===== config.mk =====
export PLATFORM = sky130hd
export DESIGN_NAME = bidi_run_visual_reorder_flat
export DESIGN_NICKNAME = d
export VERILOG_FILES = /design/src/design/brvr_pkg.sv /design/src/design/brvr_ifs.sv /design/src/design/bidi_run_visual_reorder.sv /design/src/design/brvr_ram.sv /design/src/flat_wrapper.sv
export VERILOG_INCLUDE_DIRS = /design/src /design/src/design
export SDC_FILE = /design/constraint.sdc
export NUM_CORES = 1
export LEC_CHECK = 0
export BUFFER_PORTS_ARGS = -buffer_cell sky130_fd_sc_hd__buf_2
export CAP_MARGIN = 10
export CORE_ASPECT_RATIO = 0.8
export CORE_MARGIN = 5
export CORE_UTILIZATION = 57
export DETAILED_ROUTE_END_ITERATION = 10
export PLACE_DENSITY = 0.8
export SYNTH_ARGS = -nofsm -noshare
export SYNTH_HDL_FRONTEND = slang
export SYNTH_SLANG_ARGS = --single-unit

===== constraint.sdc =====
create_clock -name clk_i -period 4.4 [get_ports clk_i]
set_input_delay 0.66 -clock clk_i [delete_from_list [all_inputs] [get_ports clk_i]]
set_output_delay 0.66 -clock clk_i [all_outputs]
set_load 0.01 [all_outputs]

===== src/design/bidi_run_visual_reorder_defines.svh =====
// ----------------------------------------------------------------------------
// Bidi run visual reorder assertion macros
// Concurrent assertion wrappers shared by the reorder RTL, empty under SYNTH.
// ----------------------------------------------------------------------------
`ifndef BIDI_RUN_VISUAL_REORDER_DEFINES_SVH
`define BIDI_RUN_VISUAL_REORDER_DEFINES_SVH

`ifndef SYNTH
// Condition must hold at every clock edge outside reset.
`define BRVR_ASSERT(lbl, cond, msg) \
  lbl: assert property (@(posedge clk_i) disable iff (!rst_ni) (cond)) \
    else $error(msg);
// Consequent must hold in the same cycle as the antecedent.
`define BRVR_ASSERT_IMPL(lbl, ante, cons, msg) \
  lbl: assert property (@(posedge clk_i) disable iff (!rst_ni) (ante) |-> (cons)) \
    else $error(msg);
`else
`define BRVR_ASSERT(lbl, cond, msg)
`define BRVR_ASSERT_IMPL(lbl, ante, cons, msg)
`endif

`endif


===== src/design/brvr_pkg.sv =====
// ----------------------------------------------------------------------------
// Bidi run visual reorder package
// Field widths and sequencer state type shared by the reorder RTL.
// ----------------------------------------------------------------------------
`timescale 1ns / 1ps

package brvr_pkg;

  localparam int unsigned LEVEL_W = 7;
  localparam int unsigned START_W = 12;
  localparam int unsigned VIS_W   = 13;

  typedef enum logic [4:0] {
    S_IDLE,
    S_INIT,
    S_LV0_RD,
    S_LV0,
    S_NEXT,
    S_NEXT_WT,
    S_ADV,
    S_WALK,
    S_WALK_O,
    S_WALK_L,
    S_DECIDE,
    S_REV,
    S_REV_A,
    S_REV_B,
    S_REV_C,
    S_CHK,
    S_EMIT_RD,
    S_EMIT_WT
  } state_e;

endpackage


===== src/design/brvr_ifs.sv =====
// ----------------------------------------------------------------------------
// Bidi run visual reorder channel interfaces
// Valid/ready channels for run items in and visual indices out.
// ----------------------------------------------------------------------------
`timescale 1ns / 1ps

interface brvr_in_if import brvr_pkg::*; ();
  logic               valid;
  logic               ready;
  logic [LEVEL_W-1:0] level;
  logic [START_W-1:0] start_index;
  logic               is_last;

  modport source (output valid, level, start_index, is_last, input ready);
  modport sink   (input valid, level, start_index, is_last, output ready);
endinterface

interface brvr_out_if import brvr_pkg::*; ();
  logic             valid;
  logic             ready;
  logic [VIS_W-1:0] visual_index;
  logic             end_of_order;

  modport source (output valid, visual_index, end_of_order, input ready);
  modport sink   (input valid, visual_index, end_of_order, output ready);
endinterface


===== src/design/bidi_run_visual_reorder.sv =====
// ----------------------------------------------------------------------------
// Bidi run visual reorder
// Collects the levels of a line's runs and emits the runs in visual order.
// ----------------------------------------------------------------------------
// A run item is taken while the block is idle; items that are not last give
// no result. The last item starts the reordering, during which the block is
// not ready: it sets up the order table, scans the runs, walks back and swaps
// pairs of order entries, and emits the indices. For N runs in the line the
// work is quadratic in N in the worst case, bounded by the single read and
// write port of the order memory, which every walk and swap goes through.
// Output back-pressure stalls emission without loss.
`timescale 1ns / 1ps

`include "bidi_run_visual_reorder_defines.svh"

module bidi_run_visual_reorder import brvr_pkg::*; #(
  parameter int unsigned MAX_SPANS = 64
) (
  input  logic        clk_i,
  input  logic        rst_ni,
  brvr_in_if.sink     in_i,
  brvr_out_if.source  out_o
);

  localparam int unsigned AW = $clog2(MAX_SPANS);
  localparam int unsigned CW = $clog2(MAX_SPANS + 1);

  state_e             state_q, state_d;
  logic [CW-1:0]      run_cnt_q, run_cnt_d;
  logic [START_W-1:0] base_q, base_d;
  logic [LEVEL_W-1:0] cur_q, cur_d;
  logic [LEVEL_W-1:0] next_q, next_d;
  logic [LEVEL_W-1:0] prev_q, prev_d;
  logic [AW-1:0]      ss_q, ss_d;
  logic [CW-1:0]      end_q, end_d;
  logic [AW-1:0]      lo_q, lo_d;
  logic [CW-1:0]      hi_q, hi_d;
  logic [AW-1:0]      tmp_q, tmp_d;
  logic [CW-1:0]      k_q, k_d;
  logic               out_valid_q, out_valid_d;
  logic [VIS_W-1:0]   out_index_q, out_index_d;
  logic               out_eoo_q, out_eoo_d;

  logic               lvl_we, lvl_re;
  logic [AW-1:0]      lvl_waddr, lvl_raddr;
  logic [LEVEL_W-1:0] lvl_wdata, lvl_rdata;
  logic               ord_we, ord_re;
  logic [AW-1:0]      ord_waddr, ord_raddr;
  logic [AW-1:0]      ord_wdata, ord_rdata;

  logic               in_acc;
  logic               out_free;
  logic [CW-1:0]      k_inc;
  logic [CW-1:0]      hi_dec;
  logic [LEVEL_W-1:0] nl;
  logic [LEVEL_W-1:0] d1, d2, dmin;
  logic               rev_odd;
  logic               can_swap;

  brvr_ram #(.WIDTH(LEVEL_W), .DEPTH(MAX_SPANS)) u_level_ram (
    .clk_i   (clk_i),
    .we_i    (lvl_we),
    .waddr_i (lvl_waddr),
    .wdata_i (lvl_wdata),
    .re_i    (lvl_re),
    .raddr_i (lvl_raddr),
    .rdata_o (lvl_rdata)
  );

  brvr_ram #(.WIDTH(AW), .DEPTH(MAX_SPANS)) u_order_ram (
    .clk_i   (clk_i),
    .we_i    (ord_we),
    .waddr_i (ord_waddr),
    .wdata_i (ord_wdata),
    .re_i    (ord_re),
    .raddr_i (ord_raddr),
    .rdata_o (ord_rdata)
  );

  assign in_acc   = in_i.valid && (state_q == S_IDLE);
  assign out_free = !out_valid_q || out_o.ready;
  assign k_inc    = k_q + CW'(1);
  assign hi_dec   = hi_q - CW'(1);

  // Past the last run the following level counts as zero.
  assign nl = (end_q < run_cnt_q) ? lvl_rdata : '0;

  assign d1       = cur_q - next_q;
  assign d2       = cur_q - prev_q;
  assign dmin     = (d1 < d2) ? d1 : d2;
  assign rev_odd  = dmin[0];
  assign can_swap = (CW'(lo_q) + CW'(1)) < hi_q;

  // Next state.
  always_comb begin
    state_d = state_q;
    case (state_q)
      S_IDLE: begin
        if (in_acc && in_i.is_last) begin
          state_d = S_INIT;
        end
      end
      S_INIT: begin
        if (k_inc == run_cnt_q) begin
          state_d = (run_cnt_q <= CW'(1)) ? S_EMIT_RD : S_LV0_RD;
        end
      end
      S_LV0_RD:  state_d = S_LV0;
      S_LV0:     state_d = S_NEXT;
      S_NEXT:    state_d = S_NEXT_WT;
      S_NEXT_WT: state_d = (cur_q <= nl) ? S_ADV : S_WALK;
      S_ADV:     state_d = (end_q == run_cnt_q) ? S_EMIT_RD : S_NEXT;
      S_WALK:    state_d = (ss_q == '0) ? S_DECIDE : S_WALK_O;
      S_WALK_O:  state_d = S_WALK_L;
      S_WALK_L:  state_d = (lvl_rdata < cur_q) ? S_DECIDE : S_WALK;
      S_DECIDE:  state_d = rev_odd ? S_REV : S_CHK;
      S_REV:     state_d = can_swap ? S_REV_A : S_CHK;
      S_REV_A:   state_d = S_REV_B;
      S_REV_B:   state_d = S_REV_C;
      S_REV_C:   state_d = S_REV;
      S_CHK:     state_d = (cur_q > next_q) ? S_WALK : S_ADV;
      S_EMIT_RD: state_d = S_EMIT_WT;
      S_EMIT_WT: begin
        if (out_free) begin
          state_d = (k_inc == run_cnt_q) ? S_IDLE : S_EMIT_RD;
        end
      end
      default:   state_d = S_IDLE;
    endcase
  end

  // Datapath updates and memory controls.
  always_comb begin
    run_cnt_d   = run_cnt_q;
    base_d      = base_q;
    cur_d       = cur_q;
    next_d      = next_q;
    prev_d      = prev_q;
    ss_d        = ss_q;
    end_d       = end_q;
    lo_d        = lo_q;
    hi_d        = hi_q;
    tmp_d       = tmp_q;
    k_d         = k_q;
    out_valid_d = out_valid_q && !out_o.ready;
    out_index_d = out_index_q;
    out_eoo_d   = out_eoo_q;
    lvl_we      = 1'b0;
    lvl_waddr   = '0;
    lvl_wdata   = '0;
    lvl_re      = 1'b0;
    lvl_raddr   = '0;
    ord_we      = 1'b0;
    ord_waddr   = '0;
    ord_wdata   = '0;
    ord_re      = 1'b0;
    ord_raddr   = '0;
    case (state_q)
      S_IDLE: begin
        if (in_acc) begin
          if (run_cnt_q == '0) begin
            base_d = in_i.start_index;
          end
          // Runs past the store depth are dropped but is_last still counts.
          if (run_cnt_q < CW'(MAX_SPANS)) begin
            lvl_we    = 1'b1;
            lvl_waddr = run_cnt_q[AW-1:0];
            lvl_wdata = in_i.level;
            run_cnt_d = run_cnt_q + CW'(1);
          end
          k_d = '0;
        end
      end
      S_INIT: begin
        ord_we    = 1'b1;
        ord_waddr = k_q[AW-1:0];
        ord_wdata = k_q[AW-1:0];
        k_d       = (k_inc == run_cnt_q) ? '0 : k_inc;
      end
      S_LV0_RD: begin
        lvl_re = 1'b1;
      end
      S_LV0: begin
        cur_d = lvl_rdata;
        ss_d  = '0;
        end_d = CW'(1);
      end
      S_NEXT: begin
        if (end_q < run_cnt_q) begin
          lvl_re    = 1'b1;
          lvl_raddr = end_q[AW-1:0];
        end
      end
      S_NEXT_WT: begin
        next_d = nl;
        if (cur_q < nl) begin
          cur_d = nl;
          ss_d  = end_q[AW-1:0];
        end
      end
      S_ADV: begin
        if (end_q != run_cnt_q) begin
          end_d = end_q + CW'(1);
        end
      end
      S_WALK: begin
        if (ss_q == '0) begin
          prev_d = '0;
        end else begin
          ss_d      = ss_q - AW'(1);
          ord_re    = 1'b1;
          ord_raddr = ss_q - AW'(1);
        end
      end
      S_WALK_O: begin
        // Levels are looked up through the current visual order.
        lvl_re    = 1'b1;
        lvl_raddr = ord_rdata;
      end
      S_WALK_L: begin
        if (lvl_rdata < cur_q) begin
          prev_d = lvl_rdata;
          ss_d   = ss_q + AW'(1);
        end
      end
      S_DECIDE: begin
        lo_d  = ss_q;
        hi_d  = end_q;
        cur_d = (prev_q > next_q) ? prev_q : next_q;
      end
      S_REV: begin
        if (can_swap) begin
          ord_re    = 1'b1;
          ord_raddr = lo_q;
        end
      end
      S_REV_A: begin
        tmp_d     = ord_rdata;
        ord_re    = 1'b1;
        ord_raddr = hi_dec[AW-1:0];
      end
      S_REV_B: begin
        ord_we    = 1'b1;
        ord_waddr = lo_q;
        ord_wdata = ord_rdata;
      end
      S_REV_C: begin
        ord_we    = 1'b1;
        ord_waddr = hi_dec[AW-1:0];
        ord_wdata = tmp_q;
        lo_d      = lo_q + AW'(1);
        hi_d      = hi_dec;
      end
      S_CHK: begin
      end
      S_EMIT_RD: begin
        ord_re    = 1'b1;
        ord_raddr = k_q[AW-1:0];
      end
      S_EMIT_WT: begin
        if (out_free) begin
          out_valid_d = 1'b1;
          out_index_d = VIS_W'(base_q) + VIS_W'(ord_rdata);
          out_eoo_d   = (k_inc == run_cnt_q);
          if (k_inc == run_cnt_q) begin
            run_cnt_d = '0;
            k_d       = '0;
          end else begin
            k_d = k_inc;
          end
        end
      end
      default: begin
      end
    endcase
  end

  always_ff @(posedge clk_i or negedge rst_ni) begin
    if (!rst_ni) begin
      state_q     <= S_IDLE;
      run_cnt_q   <= '0;
      base_q      <= '0;
      cur_q       <= '0;
      next_q      <= '0;
      prev_q      <= '0;
      ss_q        <= '0;
      end_q       <= '0;
      lo_q        <= '0;
      hi_q        <= '0;
      tmp_q       <= '0;
      k_q         <= '0;
      out_valid_q <= 1'b0;
      out_index_q <= '0;
      out_eoo_q   <= 1'b0;
    end else begin
      state_q     <= state_d;
      run_cnt_q   <= run_cnt_d;
      base_q      <= base_d;
      cur_q       <= cur_d;
      next_q      <= next_d;
      prev_q      <= prev_d;
      ss_q        <= ss_d;
      end_q       <= end_d;
      lo_q        <= lo_d;
      hi_q        <= hi_d;
      tmp_q       <= tmp_d;
      k_q         <= k_d;
      out_valid_q <= out_valid_d;
      out_index_q <= out_index_d;
      out_eoo_q   <= out_eoo_d;
    end
  end

  assign in_i.ready         = (state_q == S_IDLE);
  assign out_o.valid        = out_valid_q;
  assign out_o.visual_index = out_index_q;
  assign out_o.end_of_order = out_eoo_q;

  `BRVR_ASSERT(a_run_cnt_bound, run_cnt_q <= CW'(MAX_SPANS), "run count beyond store depth")
  `BRVR_ASSERT_IMPL(a_walk_after_drop, state_q == S_WALK, cur_q > next_q, "walk without a level drop")
  `BRVR_ASSERT_IMPL(a_walk_below_end, state_q == S_WALK_L, CW'(ss_q) < end_q, "walk left its stretch")
  `BRVR_ASSERT_IMPL(a_swap_in_range, state_q == S_REV_A, can_swap, "swap outside its stretch")
  `BRVR_ASSERT_IMPL(a_emit_in_range, state_q == S_EMIT_RD, k_q < run_cnt_q, "emit index past run count")

endmodule


===== src/design/brvr_ram.sv =====
// ----------------------------------------------------------------------------
// Bidi run visual reorder generic RAM
// One write port and one read port with a registered read that holds its data.
// ----------------------------------------------------------------------------
`timescale 1ns / 1ps

module brvr_ram #(
  parameter int unsigned WIDTH = 7,
  parameter int unsigned DEPTH = 64
) (
  input  logic                     clk_i,
  input  logic                     we_i,
  input  logic [$clog2(DEPTH)-1:0] waddr_i,
  input  logic [WIDTH-1:0]         wdata_i,
  input  logic                     re_i,
  input  logic [$clog2(DEPTH)-1:0] raddr_i,
  output logic [WIDTH-1:0]         rdata_o
);

  logic [WIDTH-1:0] mem_q [DEPTH];
  logic [WIDTH-1:0] rdata_q;

  always_ff @(posedge clk_i) begin
    if (we_i) begin
      mem_q[waddr_i] <= wdata_i;
    end
    if (re_i) begin
      rdata_q <= mem_q[raddr_i];
    end
  end

  assign rdata_o = rdata_q;

endmodule

===== src/flat_wrapper.sv =====
// flat-port wrapper written by rule: the top's interface ports become plain ports
module bidi_run_visual_reorder_flat import brvr_pkg::*;
#(
  parameter int unsigned MAX_SPANS = 64
)
  (clk_i, rst_ni, in_i_valid, in_i_level, in_i_start_index, in_i_is_last, in_i_ready, out_o_valid, out_o_visual_index, out_o_end_of_order, out_o_ready);
  brvr_in_if in_i_i ();
  brvr_out_if out_o_i ();
  input  logic clk_i;
  input  logic rst_ni;
  input wire logic [$bits(in_i_i.valid)-1:0] in_i_valid;
  input wire logic [$bits(in_i_i.level)-1:0] in_i_level;
  input wire logic [$bits(in_i_i.start_index)-1:0] in_i_start_index;
  input wire logic [$bits(in_i_i.is_last)-1:0] in_i_is_last;
  output wire logic [$bits(in_i_i.ready)-1:0] in_i_ready;
  output wire logic [$bits(out_o_i.valid)-1:0] out_o_valid;
  output wire logic [$bits(out_o_i.visual_index)-1:0] out_o_visual_index;
  output wire logic [$bits(out_o_i.end_of_order)-1:0] out_o_end_of_order;
  input wire logic [$bits(out_o_i.ready)-1:0] out_o_ready;
  assign in_i_i.valid = in_i_valid;
  assign in_i_i.level = in_i_level;
  assign in_i_i.start_index = in_i_start_index;
  assign in_i_i.is_last = in_i_is_last;
  assign in_i_ready = in_i_i.ready;
  assign out_o_valid = out_o_i.valid;
  assign out_o_visual_index = out_o_i.visual_index;
  assign out_o_end_of_order = out_o_i.end_of_order;
  assign out_o_i.ready = out_o_ready;
  bidi_run_visual_reorder #(.MAX_SPANS(MAX_SPANS)) u_core (.clk_i(clk_i), .rst_ni(rst_ni), .in_i(in_i_i), .out_o(out_o_i));
endmodule

* Word level (Yosys, flattened, before mapping)
Memory sizes are Yosys's and may differ from the RTL's. A register that Yosys moved wholly into a read port is not among the register bits.
Index checks and enable logic that the tools add are counted.
** Storage, ports and cells
- Register bits after elaboration :: 99
- Output and inout bits :: 16
- Input bits :: 24
- Word-level logic and storage cells :: 163
- Memories :: 2
- Bits in writable memories :: 832
** Cells by class
- Equal/unequal tests :: 31
- $lt $le $gt $ge :: 10
- Add/sub/neg operators :: 11
- Multiplexer cells :: 66
- Reduce and logical (&&, ||, !) cells :: 28
** Memories
- u_core.u_level_ram.mem_q :: words 64, width 7, rd ports 1, clocked after memory_dff 1, wr ports 1, RTL line brvr_ram.sv:20 : logic [WIDTH-1:0] mem_q [DEPTH];
- u_core.u_order_ram.mem_q :: words 64, width 6, rd ports 1, clocked after memory_dff 1, wr ports 1, RTL line brvr_ram.sv:20
** Operator list (number)
- $mux W7 :: 16
- $pmux W5 S18 :: 1
- $pmux W7 S2 :: 4
- $mux W6 :: 9
- $pmux W6 S4 :: 2
- $pmux W7 S3 :: 2
- $eq A5 B4 Y1 const B :: 8
- $pmux W6 S3 :: 2
- $lt A7 B7 Y1 :: 5
- $mux W5 :: 6
- $pmux W6 S2 :: 2
- $add A7 B1 Y7 const B :: 3
- $eq A5 B3 Y1 const B :: 4
- $ne A2 B1 Y1 const B :: 10
- $mux W1 :: 16
- $eq A7 B7 Y1 :: 2
- $gt A7 B7 Y1 :: 2
- $sub A7 B7 Y7 :: 2
- $add A12 B6 Y13 :: 1
- $add A6 B1 Y6 const B :: 2
- $reduce_and A3 Y1 :: 4
- $eq A5 B2 Y1 const B :: 2
- $eq A5 B5 Y1 const B :: 2
- $reduce_bool A2 Y1 :: 4
- other kinds (27) :: 35

* Logic depth before layout (Yosys ltp)
- Depth in word-level cells :: 6
- Gate-level depth with buffers :: 20
- Depth with buffers taken out :: 17

* Modules after synthesis
A second synthesis with hierarchy kept.
** Unflattened totals
- Cells, all modules :: 2450
- Area total of the unflattened synthesis :: 40641.5 µm²
** Modules (own cells, without submodules)
- brvr_ram (u_core.u_level_ram) :: area an instance 17705.7 µm², times used 1, sequential area each 13663.1 µm², cells each 827
- brvr_ram (u_core.u_order_ram) :: area an instance 15285.9 µm², times used 1, sequential area each 11711.2 µm², cells each 720
- bidi_run_visual_reorder :: area an instance 7649.8 µm², times used 1, sequential area each 2477.4 µm², cells each 903

* Worst setup path after synthesis
OpenSTA, ideal clock, no wires.
- Path type :: reg2reg
- Start point :: reg u_core.run_cnt_q[4]
- End point :: reg u_core.ss_q[5]
- Arrival :: 4.275 ns
- Setup time :: 0.121 ns
- Required time :: 4.279 ns
- Slack :: 0.004 ns
- Buffers on the path :: 3
- Stages on the path, launching flop included :: 21
- Period minus slack after synthesis :: 4.396 ns
- Cells stage by stage :: dfrtp_1 clkbuf_1 inv_1 ha_1 a211oi_1 or2_2 clkbuf_1 nand2_1 nor2_1 nand2_1 ha_1 a21o_1 a21oi_1 nor2b_1 o31ai_1 nand2b_1 or4_1 a21oi_1 clkbuf_1 o21ai_0 a22o_1
** On the way
- Cells in the longest elaborated chain, start to end :: 5
** RTL lines
- start, declared :: RTL line bidi_run_visual_reorder.sv:29 : logic [CW-1:0] run_cnt_q, run_cnt_d;
- start signal, assigned :: RTL line bidi_run_visual_reorder.sv:297 : run_cnt_q <= run_cnt_d;
- $lt A7 B7 Y1 :: RTL line bidi_run_visual_reorder.sv:86 : assign nl = (end_q < run_cnt_q) ? lvl_rdata : '0;
- $mux W7 :: RTL line bidi_run_visual_reorder.sv:86
- $lt A7 B7 Y1 :: RTL line bidi_run_visual_reorder.sv:196 : if (cur_q < nl) begin
- $ne A2 B1 Y1 (no source line)
- $reduce_and A4 Y1 (no source line)
- end signal, assigned :: RTL line bidi_run_visual_reorder.sv:302 : ss_q <= ss_d;
- end, declared :: RTL line bidi_run_visual_reorder.sv:34 : logic [AW-1:0] ss_q, ss_d;
Every way passes these cells.
A chain may end at the register's enable or synchronous reset.

* Final worst setup path
- Start point :: reg u_core.lo_q[0]
- End point :: reg u_core.u_order_ram.rdata_q[1], in the netlist u_core.u_order_ram.rdata_o[1], read port of u_core.u_order_ram.mem_q, data pin
** On the way
- Cells in the longest elaborated chain, start to end :: 4
- Elaborated cells between the ends (all ways) :: 6
- Classes of those cells :: add/sub (1); order compare (1); mux (4)
** RTL lines
- start, declared :: RTL line bidi_run_visual_reorder.sv:36 : logic [AW-1:0] lo_q, lo_d;
- start signal, assigned :: RTL line bidi_run_visual_reorder.sv:304 : lo_q <= lo_d;
- $add A6 B1 Y7 :: RTL line bidi_run_visual_reorder.sv:92 : assign can_swap = (CW'(lo_q) + CW'(1)) < hi_q;
- $lt A7 B7 Y1 :: RTL line bidi_run_visual_reorder.sv:92
- $mux W6 or $mux W1 (tied branches) :: RTL line bidi_run_visual_reorder.sv:232 : if (can_swap) begin
- $pmux W6 S4 or $pmux W1 S3 (tied branches) :: RTL line bidi_run_visual_reorder.sv:158 : case (state_q)
- end, declared :: RTL line brvr_ram.sv:21 : logic [WIDTH-1:0] rdata_q;
Parallel ways exist; a longest one is shown, timed or not.

==> impl_metrics.tcl <==
set metrics [dict create \
    outcome "complete, no violations" \
    grt_pass1_wl_mm 175 \
    numCtsBuffers 92 \
    path_clk_slew_ps 60 \
    final_layout_size_suffix_gt1_frac 0.135 \
    yosysSeqAreaShare 0.670 \
    rows 88 \
    syn_avg_cell_area_sq_um 12.0 \
    synth_cell_types 80 \
    grt_pass1_vias 28700 \
    netlist_instances 3454 \
    yosys-top-cells-area "edfxtp_1, nand2_1, dfrtp_1, nand3_1, nor2_1" \
    drtPass1Iterations 7 \
    power_frac_clock 0.292 \
    pwr-share-comb 0.307 \
    crit_path_top_delay_cell "a211o_2" \
    worst_slew_pin_slew_ps 1100 \
    grt_max_degree 66 \
    die_x_um 312 \
    power_switching_w 0.00938 \
    dieArea_sq_um 78400 \
    detailed_place_hpwl_mm 75.7 \
    path_class "reg -> reg" \
    critPathLaunchType "flip-flop" \
    worstPathRequired_ps 4790 \
    grt_overflow_total 0 \
    slew_violations 0 \
    regArea_sq_um 27900 \
    routed_wl_mm 118 \
    p_int_w 0.0179 \
    area_growth_pct 14.2 \
    drt-initial-drc-count 5633 \
    die_y_um 251 \
    worst_ir_drop_vdd_mv 0.327 \
    final_nets 3732 \
    antenna_cells 0 \
    via_per_inst 6.58 \
    drtAntennaViolNets 0 \
    start_util 0.575 \
    grt_usage 0.289 \
    dr_total_vias 30700 \
    hold_ws_ps 234 \
    slew_headroom 0.267 \
    seq_power_share 0.401 \
    leakagePower_nw 17.4 \
    core_area_sq_um 72200 \
    crit_fanout 38 \
    synth-seq-cells 944 \
    synthArstFlopShare 0.105 \
    synth_flop_cell "edfxtp_1" \
    yosys.area.top_type "edfxtp_1" \
    fmax_mhz 233 \
    setup_tns_ps 0 \
    fillers 4940 \
    antenna_found_initial 5 \
    cp.arrival_ps 4670 \
    clock_path_buffers 3 \
    skew_ps 22.6 \
    io_pins 40 \
    hold_viol_final 0 \
    wl_met2_mm 50.1 \
    period_needed_ps 4280 \
    wl_met1_mm 44.6 \
    cts_tree "done" \
    cap_violations 0 \
    synth_top_area_frac 0.611 \
    synth_warnings 0 \
    swShare 0.343 \
    post-route-drc-count 0 \
    io_buffers 39 \
    rsz0062_at_grt "false" \
    endpoint_kind "flip-flop" \
    finalCritPeriodShare 0.974 \
    insertion_delay_ps 660 \
    clkSinkCount 944 \
    syn-num-nets 3549 \
    power.density_nw_per_um2 575 \
    cpPeakStageDelay_ps 510 \
    min_path_type "in -> reg" \
    top_layer "met5" \
    netlist_area_sq_um 41600 \
    cts_htree_levels 3 \
    setup_violations 0 \
    wl_per_cell_um 25.2 \
    multiInputGateArea_sq_um 12800 \
    gp_congestion 0.974 \
    cts_root_buffer "clkbuf_16" \
    wl_met3_mm 19.1 \
    path_cells "buf_4, and3_1, nand3_1, xnor2_1, ha_1, and2_1, and3_2, a211o_2, and2_4, buf_12, nand2_1, nand3_1, a21oi_1, nor4_1, buf_4, or4_1" \
    synth_edf_count 845 \
]
==> power by group through the flow <==
stage	sequential (W)	clock, W	combinational (W)
global route	0.0110	0.00839	0.00899
finish	0.0110	0.00797	0.00838
global placement	0.0111	0	0.00776
detailed placement	0.0111	0	0.00793
floorplan	0.0109	0	0.00513
CTS	0.0109	0.00798	0.00802
==> registers in the layout (all words and copies together) (netlist names) <==
| name | count |
|---|---|
| u_core.u_level_ram.mem_q | 448 |
| u_core.u_order_ram.mem_q | 384 |
| u_core.out_o.visual_index | 13 |
| u_core.base_q | 12 |
| u_core.cur_q | 7 |
| u_core.end_q | 7 |
| u_core.hi_q | 7 |
| u_core.k_q | 7 |
| u_core.next_q | 7 |
| u_core.prev_q | 7 |
| u_core.run_cnt_q | 7 |
| u_core.u_level_ram.rdata_o | 7 |
| u_core.lo_q | 6 |
| u_core.ss_q | 6 |
| u_core.tmp_q | 6 |
| u_core.u_order_ram.rdata_o | 6 |
| u_core.state_q | 5 |
| u_core.out_o.end_of_order | 1 |
| u_core.out_o.valid | 1 |
==> layout by cell type (no fill, tap or decap), types with 11 or more instances in the layout <==
| cell type | n |
|---|---|
| edfxtp_1 | 845 |
| nand2_1 | 739 |
| nand3_1 | 285 |
| nor2_1 | 225 |
| buf_4 | 225 |
| a21oi_1 | 162 |
| dfrtp_1 | 98 |
| clkbuf_16 | 94 |
| mux2i_1 | 84 |
| o21ai_0 | 82 |
| ha_1 | 67 |
| inv_1 | 64 |
| nand4_1 | 38 |
| buf_2 | 38 |
| a22oi_1 | 33 |
| a31oi_1 | 33 |
| and3_1 | 32 |
| a221oi_1 | 32 |
| a211oi_1 | 30 |
| a21o_1 | 27 |
| xnor2_1 | 25 |
| a311oi_1 | 25 |
| nor3_1 | 24 |
| xor2_1 | 20 |
| buf_12 | 20 |
| o22ai_1 | 19 |
| clkinv_2 | 19 |
| clkinv_1 | 19 |
| mux2_2 | 18 |
| nor2b_1 | 15 |
| and2_1 | 14 |
| clkbuf_1 | 14 |
| nand2b_1 | 13 |
| a32o_1 | 11 |
==> stage by stage <==
step / utilization / power, W / worst slack, ps / cells / instance area, sq um
3_3_place_gp: 0.612 / 0.0189 / 63.3 / 4480 / 44200
2_1_floorplan: - / 0.0161 / 3.93 / 3454 / 41600
3_5_place_dp: 0.612 / 0.0190 / -5.26 / 4480 / 44200
4_1_cts: 0.655 / 0.0269 / 40.1 / 4651 / 47300
5_1_grt: 0.657 / 0.0284 / 12.7 / 4658 / 47500
6_report: 0.657 / 0.0273 / 116 / 4658 / 47500
==> repair_timing <==
item,CTS,global route
cloned,0,4
hold endpoints to repair,35,0
endpoints found under the setup margin,1,12
setup buffers,0,3
gates resized for setup,1,21
hold buffers,1,0
pin swaps,0,4
==> cell usage after synthesis, types with 13 or more instances <==
cell,n
a31oi_1,33
mux2_2,18
mux2i_1,84
and2_1,22
nand4_1,38
a22oi_1,33
inv_1,68
xor2_1,20
a21oi_1,163
a221oi_1,33
a21o_1,27
a311oi_1,25
nor2b_1,15
nor2_1,228
nand2_1,743
dfrtp_1,99
o22ai_1,19
buf_1,22
edfxtp_1,845
clkbuf_1,101
buf_2,67
ha_1,68
nand3_1,285
nor3_1,25
and3_1,33
nand2b_1,13
a211oi_1,31
o21ai_0,85
xnor2_1,25
==> final cells by class <==
class / count / share of cell area
Clock inverter: 59 / 0.0128
Inverter: 68 / 0.00538
Sequential cell: 944 / 0.587
Multi-Input combinational cell: 2244 / 0.269
Timing Repair Buffer: 287 / 0.0496
Tap cell: 945 / 0.0249
Clock buffer: 111 / 0.0513
==> metal layers <==
layer	vias to the layer above	track usage
met2	2547	0.415
met5	-	0
li1	13100	-
met3	328	0.0954
met4	8	0.0782
met1	14700	0.430
==> worst max-delay path: cells and delay by family (launching register included) <==
family / cells / cell delay, ps
xor gates and xnor gates: 1 / 240
DFF: 1 / 350
AOI/OAI and AO/OA: 2 / 810
and+or+nand+nor: 9 / 1770
buffers and inverters: 3 / 530
adders and majority gates: 1 / 270
==> cell families after synthesis <==
family | count (synthesis) | share of synthesized area
adder cells (fa/ha/maj) | 71 | 0.0219
XOR/XNOR | 45 | 0.00949
flip-flops | 944 | 0.670
AO/OA/AOI/OAI | 575 | 0.0937
AND/OR/NAND/NOR | 1447 | 0.152
buffers and inverters | 269 | 0.0276
multiplexers | 103 | 0.0254
==> final timing paths <==
path,slack (ps),end,cells after the start,from
worst max-delay path,120,u_core.u_order_ram.rdata_o[1],16,u_core.lo_q[0]
worst min-delay path,230,u_core.base_q[1],3,in_i_start_index[1]
worst max register to register,120,u_core.u_order_ram.rdata_o[1],16,u_core.lo_q[0]
worst min register to register,470,u_core.out_o.visual_index[8],2,u_core.out_o.visual_index[8]
max in group asynchronous,2990,u_core.lo_q[2],3,rst_ni
min in group asynchronous,510,u_core.prev_q[0],2,rst_ni
Note: power is estimated with default switching activity, not from simulation.
